--- config.mk ---
export PLATFORM = sky130hd
export DESIGN_NAME = diff_drive_wheel_command_encoder
export DESIGN_NICKNAME = d
export VERILOG_FILES = /design/src/hw/rtl/ddwce_pkg.sv /design/src/hw/rtl/ddwce_queue.sv /design/src/hw/rtl/ddwce_front.sv /design/src/hw/rtl/ddwce_back.sv /design/src/hw/rtl/diff_drive_wheel_command_encoder.sv
export SDC_FILE = /design/constraint.sdc
export NUM_CORES = 2
export LEC_CHECK = 0
export ABC_AREA = 1
export BUFFER_PORTS_ARGS = -buffer_cell sky130_fd_sc_hd__buf_4
export CELL_PAD_IN_SITES_DETAIL_PLACEMENT = 1
export CELL_PAD_IN_SITES_GLOBAL_PLACEMENT = 1
export CORE_MARGIN = 2
export CORE_UTILIZATION = 49
export DETAILED_ROUTE_END_ITERATION = 10
export PLACE_DENSITY_LB_ADDON = 0.1
export SYNTH_ARGS = -nofsm -noshare
export SYNTH_HDL_FRONTEND = slang
export SYNTH_SLANG_ARGS = --single-unit
--- constraint.sdc ---
create_clock -name clk_i -period 13.9 [get_ports clk_i]
set_input_delay 2.085 -clock clk_i [delete_from_list [all_inputs] [get_ports clk_i]]
set_output_delay 2.085 -clock clk_i [all_outputs]
set_load 0.01 [all_outputs]
--- src/hw/rtl/ddwce_pkg.sv ---
// Shared types and constants of the differential-drive wheel command encoder.
// No dependencies; every other RTL file of the block imports this package.
`default_nettype none

package ddwce_pkg;

  localparam int unsigned CfgIdxW  = 3;
  localparam int unsigned CfgDataW = 24;
  localparam int unsigned SpeedW   = 24;
  localparam int unsigned LimW     = 23;
  localparam int unsigned GainW    = 24;
  localparam int unsigned TickW    = 8;
  localparam int unsigned CharW    = 6;
  localparam int unsigned MulW     = 24;
  localparam int unsigned NumChars = 8;

  // Register reset values
  localparam logic [LimW-1:0]  LinearLimitRst   = 23'd13107;
  localparam logic [LimW-1:0]  AngularLimitRst  = 23'd98304;
  localparam logic [LimW-1:0]  HalfTrackRst     = 23'd6554;
  localparam logic [GainW-1:0] InvRadiusRst     = 24'd2016492;
  localparam logic [LimW-1:0]  WheelSpeedCapRst = 23'd655360;
  localparam logic [LimW-1:0]  LevelGainRst     = 23'd163840;
  localparam logic [TickW-1:0] TimeoutTicksRst  = 8'd20;

  // ASCII codes, truncated to the character width
  localparam logic [CharW-1:0] CharZero = 6'd48;
  localparam logic [CharW-1:0] CharFwd  = 6'd49;
  localparam logic [CharW-1:0] CharRev  = 6'd50;

  localparam logic [4:0] LevelCap = 5'd25;

  typedef enum logic [CfgIdxW-1:0] {
    CFG_LINEAR_LIMIT    = 3'd0,
    CFG_ANGULAR_LIMIT   = 3'd1,
    CFG_HALF_TRACK      = 3'd2,
    CFG_INV_RADIUS      = 3'd3,
    CFG_WHEEL_SPEED_CAP = 3'd4,
    CFG_LEVEL_GAIN      = 3'd5,
    CFG_TIMEOUT_TICKS   = 3'd6
  } cfg_idx_e;

  typedef enum logic {
    KIND_VELOCITY = 1'b0,
    KIND_TICK     = 1'b1
  } kind_e;

  typedef enum logic [3:0] {
    B_IDLE,
    B_TURN,
    B_TURN_FLOOR,
    B_SUM,
    B_MUL_LO,
    B_MUL_HI,
    B_ACC,
    B_CLAMP,
    B_LEVEL,
    B_DIGITS,
    B_EMIT
  } back_state_e;

  typedef struct packed {
    logic [LimW-1:0]  linear_limit;
    logic [LimW-1:0]  angular_limit;
    logic [LimW-1:0]  half_track;
    logic [GainW-1:0] inv_radius;
    logic [LimW-1:0]  wheel_speed_cap;
    logic [LimW-1:0]  level_gain;
    logic [TickW-1:0] timeout_ticks;
  } cfg_t;

  // One queued job: either a stop string or a velocity command
  typedef struct packed {
    logic                     stop;
    logic signed [SpeedW-1:0] lin;
    logic signed [SpeedW-1:0] ang;
  } entry_t;

  typedef struct packed {
    logic full;
    logic empty;
  } q_status_t;

endpackage

`default_nettype wire

--- src/hw/rtl/ddwce_queue.sv ---
// Two-entry job queue between the front and the back of the encoder.
// Depends on ddwce_pkg.
`default_nettype none

module ddwce_queue (
  input  logic                clk_i,
  input  logic                rst_ni,
  input  logic                push_i,
  input  ddwce_pkg::entry_t   push_data_i,
  input  logic                pop_i,
  output ddwce_pkg::entry_t   head_o,
  output ddwce_pkg::q_status_t status_o
);
  import ddwce_pkg::*;

  entry_t     mem_q [2];
  logic       wr_ptr_q, rd_ptr_q;
  logic [1:0] count_q, count_d;
  logic       do_push, do_pop;

  assign do_push = push_i && (count_q != 2'd2);
  assign do_pop  = pop_i && (count_q != 2'd0);

  always_comb begin
    count_d = count_q;
    if (do_push && !do_pop) begin
      count_d = count_q + 2'd1;
    end else if (do_pop && !do_push) begin
      count_d = count_q - 2'd1;
    end
  end

  always_ff @(posedge clk_i or negedge rst_ni) begin
    if (!rst_ni) begin
      wr_ptr_q <= 1'b0;
      rd_ptr_q <= 1'b0;
      count_q  <= 2'd0;
    end else begin
      count_q <= count_d;
      if (do_push) wr_ptr_q <= ~wr_ptr_q;
      if (do_pop)  rd_ptr_q <= ~rd_ptr_q;
    end
  end

  always_ff @(posedge clk_i) begin
    if (do_push) mem_q[wr_ptr_q] <= push_data_i;
  end

  assign head_o         = mem_q[rd_ptr_q];
  assign status_o.full  = (count_q == 2'd2);
  assign status_o.empty = (count_q == 2'd0);

endmodule

`default_nettype wire

--- src/hw/rtl/ddwce_front.sv ---
// Front end: takes input transactions, keeps the idle tick counter and
// queues velocity jobs and stop strings. Depends on ddwce_pkg.
`default_nettype none

module ddwce_front (
  input  logic                            clk_i,
  input  logic                            rst_ni,
  input  logic                            s_axis_tvalid,
  output logic                            s_axis_tready,
  input  logic [47:0]                     s_axis_tdata,  // linear_velocity, angular_velocity
  input  logic                            s_axis_tuser,  // kind
  input  logic [ddwce_pkg::TickW-1:0]     timeout_ticks_i,
  input  ddwce_pkg::q_status_t            q_status_i,
  output logic                            push_o,
  output ddwce_pkg::entry_t               push_data_o,
  output logic [ddwce_pkg::TickW-1:0]     idle_ticks_o
);
  import ddwce_pkg::*;

  logic [TickW-1:0] idle_q, idle_d, idle_inc;
  logic             accept, is_tick;

  assign s_axis_tready = !q_status_i.full;
  assign accept        = s_axis_tvalid && s_axis_tready;
  assign is_tick       = (kind_e'(s_axis_tuser) == KIND_TICK);
  assign idle_inc      = (idle_q == {TickW{1'b1}}) ? idle_q : idle_q + TickW'(1);

  always_comb begin
    idle_d = idle_q;
    if (accept) begin
      idle_d = is_tick ? idle_inc : '0;
    end
  end

  always_ff @(posedge clk_i or negedge rst_ni) begin
    if (!rst_ni) begin
      idle_q <= '0;
    end else begin
      idle_q <= idle_d;
    end
  end

  // a tick only makes a job once the counter is past the timeout
  assign push_o           = accept && (!is_tick || (idle_inc > timeout_ticks_i));
  assign push_data_o.stop = is_tick;
  assign push_data_o.lin  = s_axis_tdata[23:0];
  assign push_data_o.ang  = s_axis_tdata[47:24];
  assign idle_ticks_o     = idle_q;

endmodule

`default_nettype wire

--- src/hw/rtl/ddwce_back.sv ---
// Back end: kinematics on one shared 24x24 multiplier, digit encoding and
// the eight-character output shift register. Depends on ddwce_pkg.
`default_nettype none

module ddwce_back #(
  parameter int unsigned FractionBits = 16
) (
  input  logic               clk_i,
  input  logic               rst_ni,
  input  ddwce_pkg::cfg_t    cfg_i,
  input  ddwce_pkg::entry_t  head_i,
  input  logic               empty_i,
  output logic               pop_o,
  output logic               m_axis_tvalid,
  input  logic               m_axis_tready,
  output logic [7:0]         m_axis_tdata,  // command_byte, zero padded
  output logic               m_axis_tlast   // last_byte
);
  import ddwce_pkg::*;

  localparam logic [47:0] TurnMask  = (48'(1) << FractionBits) - 48'(1);
  localparam logic [71:0] WheelMask = (72'(1) << FractionBits) - 72'(1);
  localparam int unsigned LevelShift = 2 * FractionBits;

  back_state_e state_q, state_d;

  logic signed [SpeedW-1:0] v_q, w_q;
  logic [MulW-1:0]          mul_a, mul_b;
  logic [2*MulW-1:0]        prod_q;
  logic signed [48:0]       turn_q;
  logic [47:0]              lmag_q, rmag_q;
  logic                     lneg_q, rneg_q;
  logic                     wheel_q;
  logic [47:0]              acc_lo_q;
  logic [71:0]              acc_q;
  logic [LimW-1:0]          magc_q;
  logic                     dneg_q;
  logic [CharW-1:0]         chars_q [NumChars];
  logic [2:0]               cnt_q;

  logic [47:0]        cur_mag;
  logic               cur_neg;
  logic [47:0]        w_abs, tmag;
  logic signed [49:0] v_ext, t_ext, lsum, rsum, labs, rabs;
  logic [71:0]        fq, fm;
  logic [47:0]        lvl_full;
  logic [4:0]         level, tens, ones;
  logic               out_hs;

  function automatic logic signed [SpeedW-1:0] clamp_sym(logic signed [SpeedW-1:0] x,
                                                         logic [LimW-1:0] lim);
    logic signed [SpeedW-1:0] l;
    l = $signed({1'b0, lim});
    if (x > l) begin
      return l;
    end else if (x < -l) begin
      return -l;
    end
    return x;
  endfunction

  assign out_hs  = m_axis_tvalid && m_axis_tready;
  assign cur_mag = wheel_q ? rmag_q : lmag_q;
  assign cur_neg = wheel_q ? rneg_q : lneg_q;

  // next state and control
  always_comb begin
    state_d = state_q;
    pop_o   = 1'b0;
    unique case (state_q)
      B_IDLE: begin
        if (!empty_i) begin
          pop_o   = 1'b1;
          state_d = head_i.stop ? B_EMIT : B_TURN;
        end
      end
      B_TURN:       state_d = B_TURN_FLOOR;
      B_TURN_FLOOR: state_d = B_SUM;
      B_SUM:        state_d = B_MUL_LO;
      B_MUL_LO:     state_d = B_MUL_HI;
      B_MUL_HI:     state_d = B_ACC;
      B_ACC:        state_d = B_CLAMP;
      B_CLAMP:      state_d = B_LEVEL;
      B_LEVEL:      state_d = B_DIGITS;
      B_DIGITS:     state_d = wheel_q ? B_EMIT : B_MUL_LO;
      B_EMIT: begin
        if (out_hs && (cnt_q == 3'd7)) state_d = B_IDLE;
      end
      default:      state_d = B_IDLE;
    endcase
  end

  always_ff @(posedge clk_i or negedge rst_ni) begin
    if (!rst_ni) begin
      state_q <= B_IDLE;
    end else begin
      state_q <= state_d;
    end
  end

  // shared multiplier operands
  assign w_abs = w_q[SpeedW-1] ? 48'(-w_q) : 48'(w_q);

  always_comb begin
    mul_a = '0;
    mul_b = '0;
    case (state_q)
      B_TURN: begin
        mul_a = w_abs[MulW-1:0];
        mul_b = {1'b0, cfg_i.half_track};
      end
      B_MUL_LO: begin
        mul_a = cur_mag[23:0];
        mul_b = cfg_i.inv_radius;
      end
      B_MUL_HI: begin
        mul_a = cur_mag[47:24];
        mul_b = cfg_i.inv_radius;
      end
      B_LEVEL: begin
        mul_a = {1'b0, magc_q};
        mul_b = {1'b0, cfg_i.level_gain};
      end
      default: ;
    endcase
  end

  // turn term: floor of w*half_track, sign-magnitude
  assign tmag = (prod_q >> FractionBits)
              + 48'(w_q[SpeedW-1] && ((prod_q & TurnMask) != '0));

  // wheel sums and their magnitudes
  assign v_ext = 50'(v_q);
  assign t_ext = 50'(turn_q);
  assign lsum  = v_ext - t_ext;
  assign rsum  = v_ext + t_ext;
  assign labs  = lsum[49] ? -lsum : lsum;
  assign rabs  = rsum[49] ? -rsum : rsum;

  // wheel speed floor: negative values round away from zero in magnitude
  assign fq = acc_q >> FractionBits;
  assign fm = fq + 72'(cur_neg && ((acc_q & WheelMask) != '0));

  // level digits
  assign lvl_full = prod_q >> LevelShift;
  assign level    = (lvl_full > 48'(LevelCap)) ? LevelCap : lvl_full[4:0];
  always_comb begin
    if (level >= 5'd20) begin
      tens = 5'd2;
    end else if (level >= 5'd10) begin
      tens = 5'd1;
    end else begin
      tens = 5'd0;
    end
    ones = level - 5'(tens * 5'd10);
  end

  always_ff @(posedge clk_i) begin
    prod_q <= mul_a * mul_b;
    case (state_q)
      B_IDLE: begin
        v_q <= clamp_sym(head_i.lin, cfg_i.linear_limit);
        w_q <= clamp_sym(head_i.ang, cfg_i.angular_limit);
        if (!empty_i && head_i.stop) begin
          for (int i = 0; i < NumChars; i++) chars_q[i] <= CharZero;
        end
      end
      B_TURN_FLOOR: turn_q <= w_q[SpeedW-1] ? -$signed({1'b0, tmag}) : $signed({1'b0, tmag});
      B_SUM: begin
        lmag_q <= labs[47:0];
        lneg_q <= lsum[49];
        rmag_q <= rabs[47:0];
        rneg_q <= rsum[49];
      end
      B_MUL_HI: acc_lo_q <= prod_q;
      B_ACC:    acc_q    <= {24'b0, acc_lo_q} + {prod_q, 24'b0};
      B_CLAMP: begin
        if (fm > 72'(cfg_i.wheel_speed_cap)) begin
          magc_q <= cfg_i.wheel_speed_cap;
          dneg_q <= cur_neg && (cfg_i.wheel_speed_cap != '0);
        end else begin
          magc_q <= fm[LimW-1:0];
          dneg_q <= cur_neg && (fm != '0);
        end
      end
      B_DIGITS: begin
        chars_q[{wheel_q, 2'd0}] <= CharZero;
        chars_q[{wheel_q, 2'd1}] <= dneg_q ? CharRev : CharFwd;
        chars_q[{wheel_q, 2'd2}] <= CharZero + CharW'(tens);
        chars_q[{wheel_q, 2'd3}] <= CharZero + CharW'(ones);
      end
      B_EMIT: begin
        if (out_hs) begin
          for (int i = 0; i < NumChars - 1; i++) chars_q[i] <= chars_q[i+1];
        end
      end
      default: ;
    endcase
  end

  always_ff @(posedge clk_i or negedge rst_ni) begin
    if (!rst_ni) begin
      wheel_q <= 1'b0;
      cnt_q   <= '0;
    end else begin
      if (state_q == B_IDLE) begin
        wheel_q <= 1'b0;
        cnt_q   <= '0;
      end else if (state_q == B_DIGITS) begin
        wheel_q <= 1'b1;
      end else if (out_hs) begin
        cnt_q <= cnt_q + 3'd1;
      end
    end
  end

  assign m_axis_tvalid = (state_q == B_EMIT);
  assign m_axis_tdata  = {2'b00, chars_q[0]};
  assign m_axis_tlast  = (cnt_q == 3'd7);

endmodule

`default_nettype wire

--- src/hw/rtl/diff_drive_wheel_command_encoder.sv ---
// Top level of the differential-drive wheel command encoder: register file,
// front end, job queue and back end. Depends on ddwce_pkg, ddwce_front,
// ddwce_queue and ddwce_back.
//
//  channel   direction  transaction                 payload
//  s_axis    in         velocity command or tick    tdata {ang[47:24], lin[23:0]}, tuser kind
//  m_axis    out        one ASCII digit             tdata[5:0] char, tlast on 8th char
//  cfg       in         register write, no wait     cfg_idx_i, cfg_data_i
//
// A velocity command runs its arithmetic on the single shared 24x24
// multiplier (turn term, two partial products and a level product per wheel),
// then sends its eight characters. A stop string only sends its characters.
// Ticks that do not take the idle count past the timeout produce no job.
// The front keeps taking transactions while the back works, up to two
// queued jobs. Reset restores register defaults and clears the idle count.
`default_nettype none

module diff_drive_wheel_command_encoder #(
  parameter int unsigned FRACTION_BITS = 16
) (
  input  logic                               clk_i,
  input  logic                               rst_ni,
  input  logic                               s_axis_tvalid,
  output logic                               s_axis_tready,
  input  logic [47:0]                        s_axis_tdata,  // linear_velocity, angular_velocity
  input  logic                               s_axis_tuser,  // kind
  output logic                               m_axis_tvalid,
  input  logic                               m_axis_tready,
  output logic [7:0]                         m_axis_tdata,  // command_byte
  output logic                               m_axis_tlast,  // last_byte
  input  logic                               cfg_we_i,
  input  logic [ddwce_pkg::CfgIdxW-1:0]      cfg_idx_i,
  input  logic [ddwce_pkg::CfgDataW-1:0]     cfg_data_i
);
  import ddwce_pkg::*;

  cfg_t             cfg_q;
  entry_t           push_data, head;
  q_status_t        q_status;
  logic             push, pop;
  logic [TickW-1:0] idle_ticks;

  // Register file; unknown indexes are dropped
  always_ff @(posedge clk_i or negedge rst_ni) begin
    if (!rst_ni) begin
      cfg_q.linear_limit    <= LinearLimitRst;
      cfg_q.angular_limit   <= AngularLimitRst;
      cfg_q.half_track      <= HalfTrackRst;
      cfg_q.inv_radius      <= InvRadiusRst;
      cfg_q.wheel_speed_cap <= WheelSpeedCapRst;
      cfg_q.level_gain      <= LevelGainRst;
      cfg_q.timeout_ticks   <= TimeoutTicksRst;
    end else if (cfg_we_i) begin
      unique case (cfg_idx_e'(cfg_idx_i))
        CFG_LINEAR_LIMIT:    cfg_q.linear_limit    <= cfg_data_i[LimW-1:0];
        CFG_ANGULAR_LIMIT:   cfg_q.angular_limit   <= cfg_data_i[LimW-1:0];
        CFG_HALF_TRACK:      cfg_q.half_track      <= cfg_data_i[LimW-1:0];
        CFG_INV_RADIUS:      cfg_q.inv_radius      <= cfg_data_i[GainW-1:0];
        CFG_WHEEL_SPEED_CAP: cfg_q.wheel_speed_cap <= cfg_data_i[LimW-1:0];
        CFG_LEVEL_GAIN:      cfg_q.level_gain      <= cfg_data_i[LimW-1:0];
        CFG_TIMEOUT_TICKS:   cfg_q.timeout_ticks   <= cfg_data_i[TickW-1:0];
        default: ;
      endcase
    end
  end

  ddwce_front u_front (
    .clk_i,
    .rst_ni,
    .s_axis_tvalid,
    .s_axis_tready,
    .s_axis_tdata,
    .s_axis_tuser,
    .timeout_ticks_i (cfg_q.timeout_ticks),
    .q_status_i      (q_status),
    .push_o          (push),
    .push_data_o     (push_data),
    .idle_ticks_o    (idle_ticks)
  );

  ddwce_queue u_queue (
    .clk_i,
    .rst_ni,
    .push_i      (push),
    .push_data_i (push_data),
    .pop_i       (pop),
    .head_o      (head),
    .status_o    (q_status)
  );

  ddwce_back #(
    .FractionBits (FRACTION_BITS)
  ) u_back (
    .clk_i,
    .rst_ni,
    .cfg_i    (cfg_q),
    .head_i   (head),
    .empty_i  (q_status.empty),
    .pop_o    (pop),
    .m_axis_tvalid,
    .m_axis_tready,
    .m_axis_tdata,
    .m_axis_tlast
  );

  // A velocity command always clears the idle count
  assert property (@(posedge clk_i) disable iff (!rst_ni)
    (s_axis_tvalid && s_axis_tready && !s_axis_tuser) |=> (idle_ticks == '0))
    else $error("idle count not cleared by velocity command");

  // Every character sent is an ASCII digit
  assert property (@(posedge clk_i) disable iff (!rst_ni)
    m_axis_tvalid |-> ((m_axis_tdata >= 8'd48) && (m_axis_tdata <= 8'd57)))
    else $error("non-digit character on output");

  // After the eighth character the back end goes idle
  assert property (@(posedge clk_i) disable iff (!rst_ni)
    (m_axis_tvalid && m_axis_tready && m_axis_tlast) |=> !m_axis_tvalid)
    else $error("output continued past the last character");

  // The input is held off exactly when the queue is full
  assert property (@(posedge clk_i) disable iff (!rst_ni)
    s_axis_tready == !q_status.full)
    else $error("input ready out of step with queue fill");

endmodule

`default_nettype wire

-- After elaboration in Yosys (flattened, before gate mapping)
Memory sizes are Yosys's and may differ from the RTL's.
Cells that the tools add are included.
Widths: inputs -> output; s select.
- memories: 2
- register bits: 554
- input bits: 81
- word-level logic and storage cells: 205
- memory bits (writable): 146
- mux-type cells: 71
- $add $sub $neg: 18
- multipliers: 2
- equality and inequality tests: 23
- reduce and logical (&&, ||, !) cells: 44
- bitwise gates (word level): 9
- $lt $le $gt $ge: 9
- memories (name ; words ; width ; read ports ; clocked after memory_dff ; wr ports ; RTL line ; text):
    u_queue.mem_q ; 2 ; 49 ; 1 ; 0 ; 1 ; ddwce_queue.sv:16 ; entry_t mem_q [2];
    u_back.chars_q ; 8 ; 6 ; 8 ; 0 ; 8 ; ddwce_back.sv:38 ; logic [CharW-1:0] chars_q [NumChars];
- operators by type and width (cell ; count):
    $mux 48 ; 4
    $mux 24 ; 7
    $reduce_bool 72->1 ; 2
    $neg 48->48 ; 2
    $pmux 24 s4 ; 1
    $add 48x72->72 ; 1
    $gt 72x23->1 ; 1
    $pmux 24 s3 ; 1
    $mux 6 ; 11
    $add 56x1->57 ; 1
    $add 24x49->50 ; 1
    $sub 24x49->50 ; 1
    $neg 33->49 ; 1
    $gt 24x24->1 ; 2
    $lt 24x24->1 ; 2
    $mul 24x24->48 ; 1
    $neg 23->24 ; 2
    $reduce_bool 48->1 ; 1
    $pmux 4 s11 ; 1
    $add 32x1->33 ; 1
    $mux 1 ; 27
    $neg 24->24 ; 1
    $reduce_or 6->1 ; 4
    $mux 23 ; 1
    other kinds (39) ; 99

-- Logic depth before layout (Yosys ltp)
- word-level depth: 10
- depth in mapped cells: 40

-- Hierarchy
A second synthesis with hierarchy kept.
- cells, all modules: 8829
- area total of the unflattened synthesis: 67004.3 um^2
- by module, submodules not included (module ; instances ; cells an instance ; area each (um^2)):
    ddwce_back ; 1 ; 7736 ; 56329.0
    diff_drive_wheel_command_encoder ; 1 ; 647 ; 5751.8
    ddwce_queue ; 1 ; 288 ; 3822.4
    ddwce_front ; 1 ; 158 ; 1101.1

-- Worst setup path after synthesis
Ideal clock, no wire load.
- path type: register to register
- start: register u_back.state_q[3]
- end: register u_back.prod_q[45]
- stages on the path, launching flop included: 36
- path buffers: 2
- arrival time: 9473 ps
- period minus slack after synthesis: 9599 ps
- path slack: 4301 ps
- data required time: 13773 ps
- cell sequence: dfrtp_1 -> nor2_1 -> inv_1 -> nor2_1 -> inv_1 -> clkbuf_1 -> a21oi_1 -> a211oi_1 -> nand2_1 -> clkbuf_1 -> nand2_1 -> fa_1 -> inv_1 -> fa_1 -> inv_1 -> fa_1 -> inv_1 -> fa_1 -> inv_1 -> fa_1 -> inv_1 -> fa_1 -> inv_1 -> fa_1 -> inv_1 -> ha_1 -> nand2_1 -> inv_1 -> a21oi_1 -> o21a_1 -> o21ai_0 -> a21oi_1 -> o21bai_1 -> a21boi_0 -> o21ai_0 -> xor2_1
- cells in the longest elaborated chain, start to end: 4
- elaborated cells on any way between the ends: 8
- those cells by class: mul: 1; eq/ne: 4; mux: 2; reduce/logical: 1
- ends and longest elaborated chain (item ; RTL line ; text):
    start: declaration ; ddwce_back.sv:25 ; back_state_e state_q, state_d;
    start signal: assignment ; ddwce_back.sv:97 ; state_q <= state_d;
    $eq 4x3->1 ; ddwce_back.sv:107 ; case (state_q)
    $reduce_or 2->1 (no source line) ; - ;
    $pmux 24 s3 ; ddwce_back.sv:107 ;
    $mul 24x24->48 * ; ddwce_back.sv:159 ; prod_q <= mul_a * mul_b;
    end signal: assignment ; ddwce_back.sv:159 ;
    end: declaration ; ddwce_back.sv:29 ; logic [2*MulW-1:0] prod_q;
Every way passes the cells marked *; elsewhere a longest branch is shown, timed or not.
A chain may end at the register's enable or synchronous reset.

-- Worst setup path in the final report
Ends and elaborated chain as after synthesis.

==> flow_metrics.env <==
export IMPL_cts_buffers=80
export IMPL_min_path_type="reg -> reg"
export IMPL_hold_depth=0
export IMPL_cp_num_buf_inv=8
export IMPL_yosys_top_cells_area="edfxtp_1, fa_1, nand2_1, inv_1, ha_1"
export IMPL_synth_cell_types=72
export IMPL_grt_pass1_vias=63619
export IMPL_critical_path_max_fanout=50
export IMPL_critical_path_class="reg -> reg"
export IMPL_via_count=60625
export IMPL_track_usage=0.381
export IMPL_r2r_slack_ps=3870
export IMPL_vdd_ir_drop_max_v=0.000151
export IMPL_cts_resized=0
export IMPL_clock_path_buffers=3
export IMPL_p_leak_nw=34.4
export IMPL_dieArea_mm2=0.138
export IMPL_die_h_um=372
export IMPL_max_slew_margin=0.0889
export IMPL_arrival_ps=10600
export IMPL_path_delay_family="adder cells"
export IMPL_synth_top_cells_by_count="nand2_1, inv_1, nor2_1, fa_1, edfxtp_1"
export IMPL_syn_inst=8715
export IMPL_crit_top_cell="fa_1"
export IMPL_tns_ps=0
export IMPL_grt_overflow_total=0
export IMPL_gp_congestion=1.02
export IMPL_antenna_found_initial=13
export IMPL_wl_per_cell_um=24.8
export IMPL_min_to="u_back.acc_q[17]"
export IMPL_wirelength_mm=262
export IMPL_cts_tree="done"
export IMPL_start_kind="flop"
export IMPL_seq_area_frac_synth=0.293
export IMPL_fmax_ghz=0.0997
export IMPL_rr_endpoint="u_back.prod_q[45]"
export IMPL_ctsHoldBuffers=0
export IMPL_synthFlopType="edfxtp_1"
export IMPL_yosys_area_top_type_share=0.206
export IMPL_layout_nets=9731
export IMPL_syn2layout_area_growth_pct=7.86
export IMPL_worst_pin_slew_ps=1370
export IMPL_yosysTopAreaCell="edfxtp_1"
export IMPL_start_util=0.495
export IMPL_cp_slowest_cell="clkinv_1"
export IMPL_required_ps=14480
export IMPL_final_hold_viol_count=0
export IMPL_clkLatencyLatePin_ps=710
export IMPL_finalCritPeriodShare=0.721
export IMPL_clock_skew_ps=38.5
export IMPL_yosys_warnings=0
export IMPL_r2r_cells=31
export IMPL_power_per_cell_area_mw_per_mm2=257
export IMPL_synth_most_common_cell="nand2_1"
export IMPL_worstHoldStart="u_back.acc_lo_q[17]"
export IMPL_die_x_um=372
export IMPL_grt_max_degree=76
export IMPL_setup_viol=0
export IMPL_io_pins=92
export IMPL_rows=134
export IMPL_cts_setup_buffers=0
export IMPL_hpwl_mm=214
export IMPL_endpoint_kind="flop"
export IMPL_ant_nets=0
export IMPL_finalCriticalPeriod_ps=10030
export IMPL_clkTransAtPathRegs_ps=60
export IMPL_max_stage_delay_ps=670
export IMPL_grt_pass1_wl_mm=393
export IMPL_slew_violations=0
export IMPL_syn_avg_cell_area_um2=7.60
export IMPL_outcome="finished clean"
export IMPL_numPortBuffers=89
export IMPL_fin_ws_ps=3870
export IMPL_synth_seq_cells=699
export IMPL_drive_above_1_share=0.0528
export IMPL_rsz0062_at_grt="no"
export IMPL_first_pass_iters=5
export IMPL_clock_root_buffer="clkbuf_16"
export IMPL_viasPerCell=5.74
export IMPL_htreeDepth=3
export IMPL_synthesis_area_mm2=0.0662
export IMPL_fp_coreArea_mm2=0.134
export IMPL_drc=0
export IMPL_clkSinkCount=699
export IMPL_timing_rr_start="u_back.state_q[3]"
export IMPL_preCtsSetupSlack_ps=4020
export IMPL_drtIter0Drc=4659
export IMPL_maxCapViolations=0
export IMPL_async_flop_share=0.239
export IMPL_synth_edff_count=454
-- layout make-up --
type | count | area [um^2]
repair buffers | 162 | 1220
multi-input cells | 6238 | 40000
clock inverters | 39 | 487
clock buffers | 111 | 2250
inverters | 1547 | 5810
fillers | 16789 | 62400
diodes | 2 | 5.00
flip-flops and latches | 699 | 19400
well taps | 1768 | 2210
-- cells by family (layout without fill, tap and decap cells) --
| group | after synthesis | in the layout | share of synthesized area |
|---|---|---|---|
| adders and majority gates | 922 | 922 | 0.229 |
| DFF | 699 | 699 | 0.293 |
| buffers and inverters | 1779 | 1859 | 0.104 |
| muxes | 5 | 5 | 0.000775 |
| and+or+nand+nor | 4072 | 4072 | 0.252 |
| AOI/OAI and AO/OA | 943 | 943 | 0.0810 |
| other | 1 | 4 | 0.0000566 |
| xor gates and xnor gates | 294 | 294 | 0.0389 |
-- stage by stage --
step           power, mW  area (um^2)  hold WS [ps]  cells   util
6_report            18.4        71400           418  10566  0.534
3_3_place_gp        15.4        68700           401  10414  0.513
2_1_floorplan       11.3        66200           400   8716      -
3_5_place_dp        15.7        68700           406  10414  0.513
4_1_cts             18.1        71400           419  10564  0.534
5_1_grt             19.6        71400           428  10564  0.534
-- flip-flops by register name (all words and copies together), names as in the netlist, 8 cells and up --
register,count
u_back.magc_q,23
u_back.prod_q,48
cfg_q,147
u_back.rmag_q,48
u_queue.mem_q,98
u_back.lmag_q,47
u_back.turn_q,49
u_back.v_q,24
u_back.acc_lo_q,48
u_front.idle_ticks_o,8
u_back.w_q,24
u_back.acc_q,72
u_back.chars_q,48
-- routing by layer --
layer / track usage / vias up / share of wire
met2: 0.618 / 2244 / 0.46
met5: 0 / - / 0.00013
met1: 0.483 / 30271 / 0.40
met3: 0.0649 / 645 / 0.073
li1: - / 27459 / -
met4: 0.210 / 6 / 0.065
-- report_power, final --
group | internal [mW] | total (mW) | leakage [nW] | switching (mW)
registers | 3.26 | 3.80 | 6.84 | 0.545
logic | 3.32 | 12.3 | 26.3 | 9.01
clock network | 1.28 | 2.24 | 1.34 | 0.955
-- worst max-delay path by stage --
stage | startpoint | end | slack (ps) | cells past startpoint
after global routing | u_back.state_q[3] | u_back.prod_q[41] | 3270 | 31
after global placement | u_back.state_q[3] | u_back.prod_q[45] | 4260 | 31
final | u_back.state_q[3] | u_back.prod_q[45] | 3870 | 31
after CTS | u_back.state_q[3] | u_back.prod_q[45] | 3990 | 31
after detailed placement | u_back.state_q[3] | u_back.prod_q[45] | 4020 | 31
after floorplan | u_back.state_q[3] | u_back.prod_q[45] | 4300 | 35
-- cell usage in the layout (no fill, tap or decap), types with 11 or more instances in the layout --
master and instances:
o21a_1 17, a211oi_1 24, o21ai_1 16, o22ai_1 16, nand2_2 13, inv_2 12
xnor2_1 66, inv_1 1511, a31oi_1 30, nand4_1 121, clkbuf_16 83, nor4_1 31
a221oi_2 11, a22o_1 13, nor2_2 22, clkinv_1 31, o21ai_2 23, buf_4 161
nand3_1 374, o21bai_1 21, nand2_1 2417, fa_1 486, xor2_1 227, dfrtp_1 131
ha_1 436, nor3_1 91, or2_2 14, clkbuf_1 21, dfstp_2 35, a21oi_1 312
edfxtp_1 454, o211ai_1 14, nor2_4 17, dfxtp_1 78, nor2_1 918, o21ai_0 391
nand3b_1 11
No activity file was read; power rests on OpenSTA's default activity.
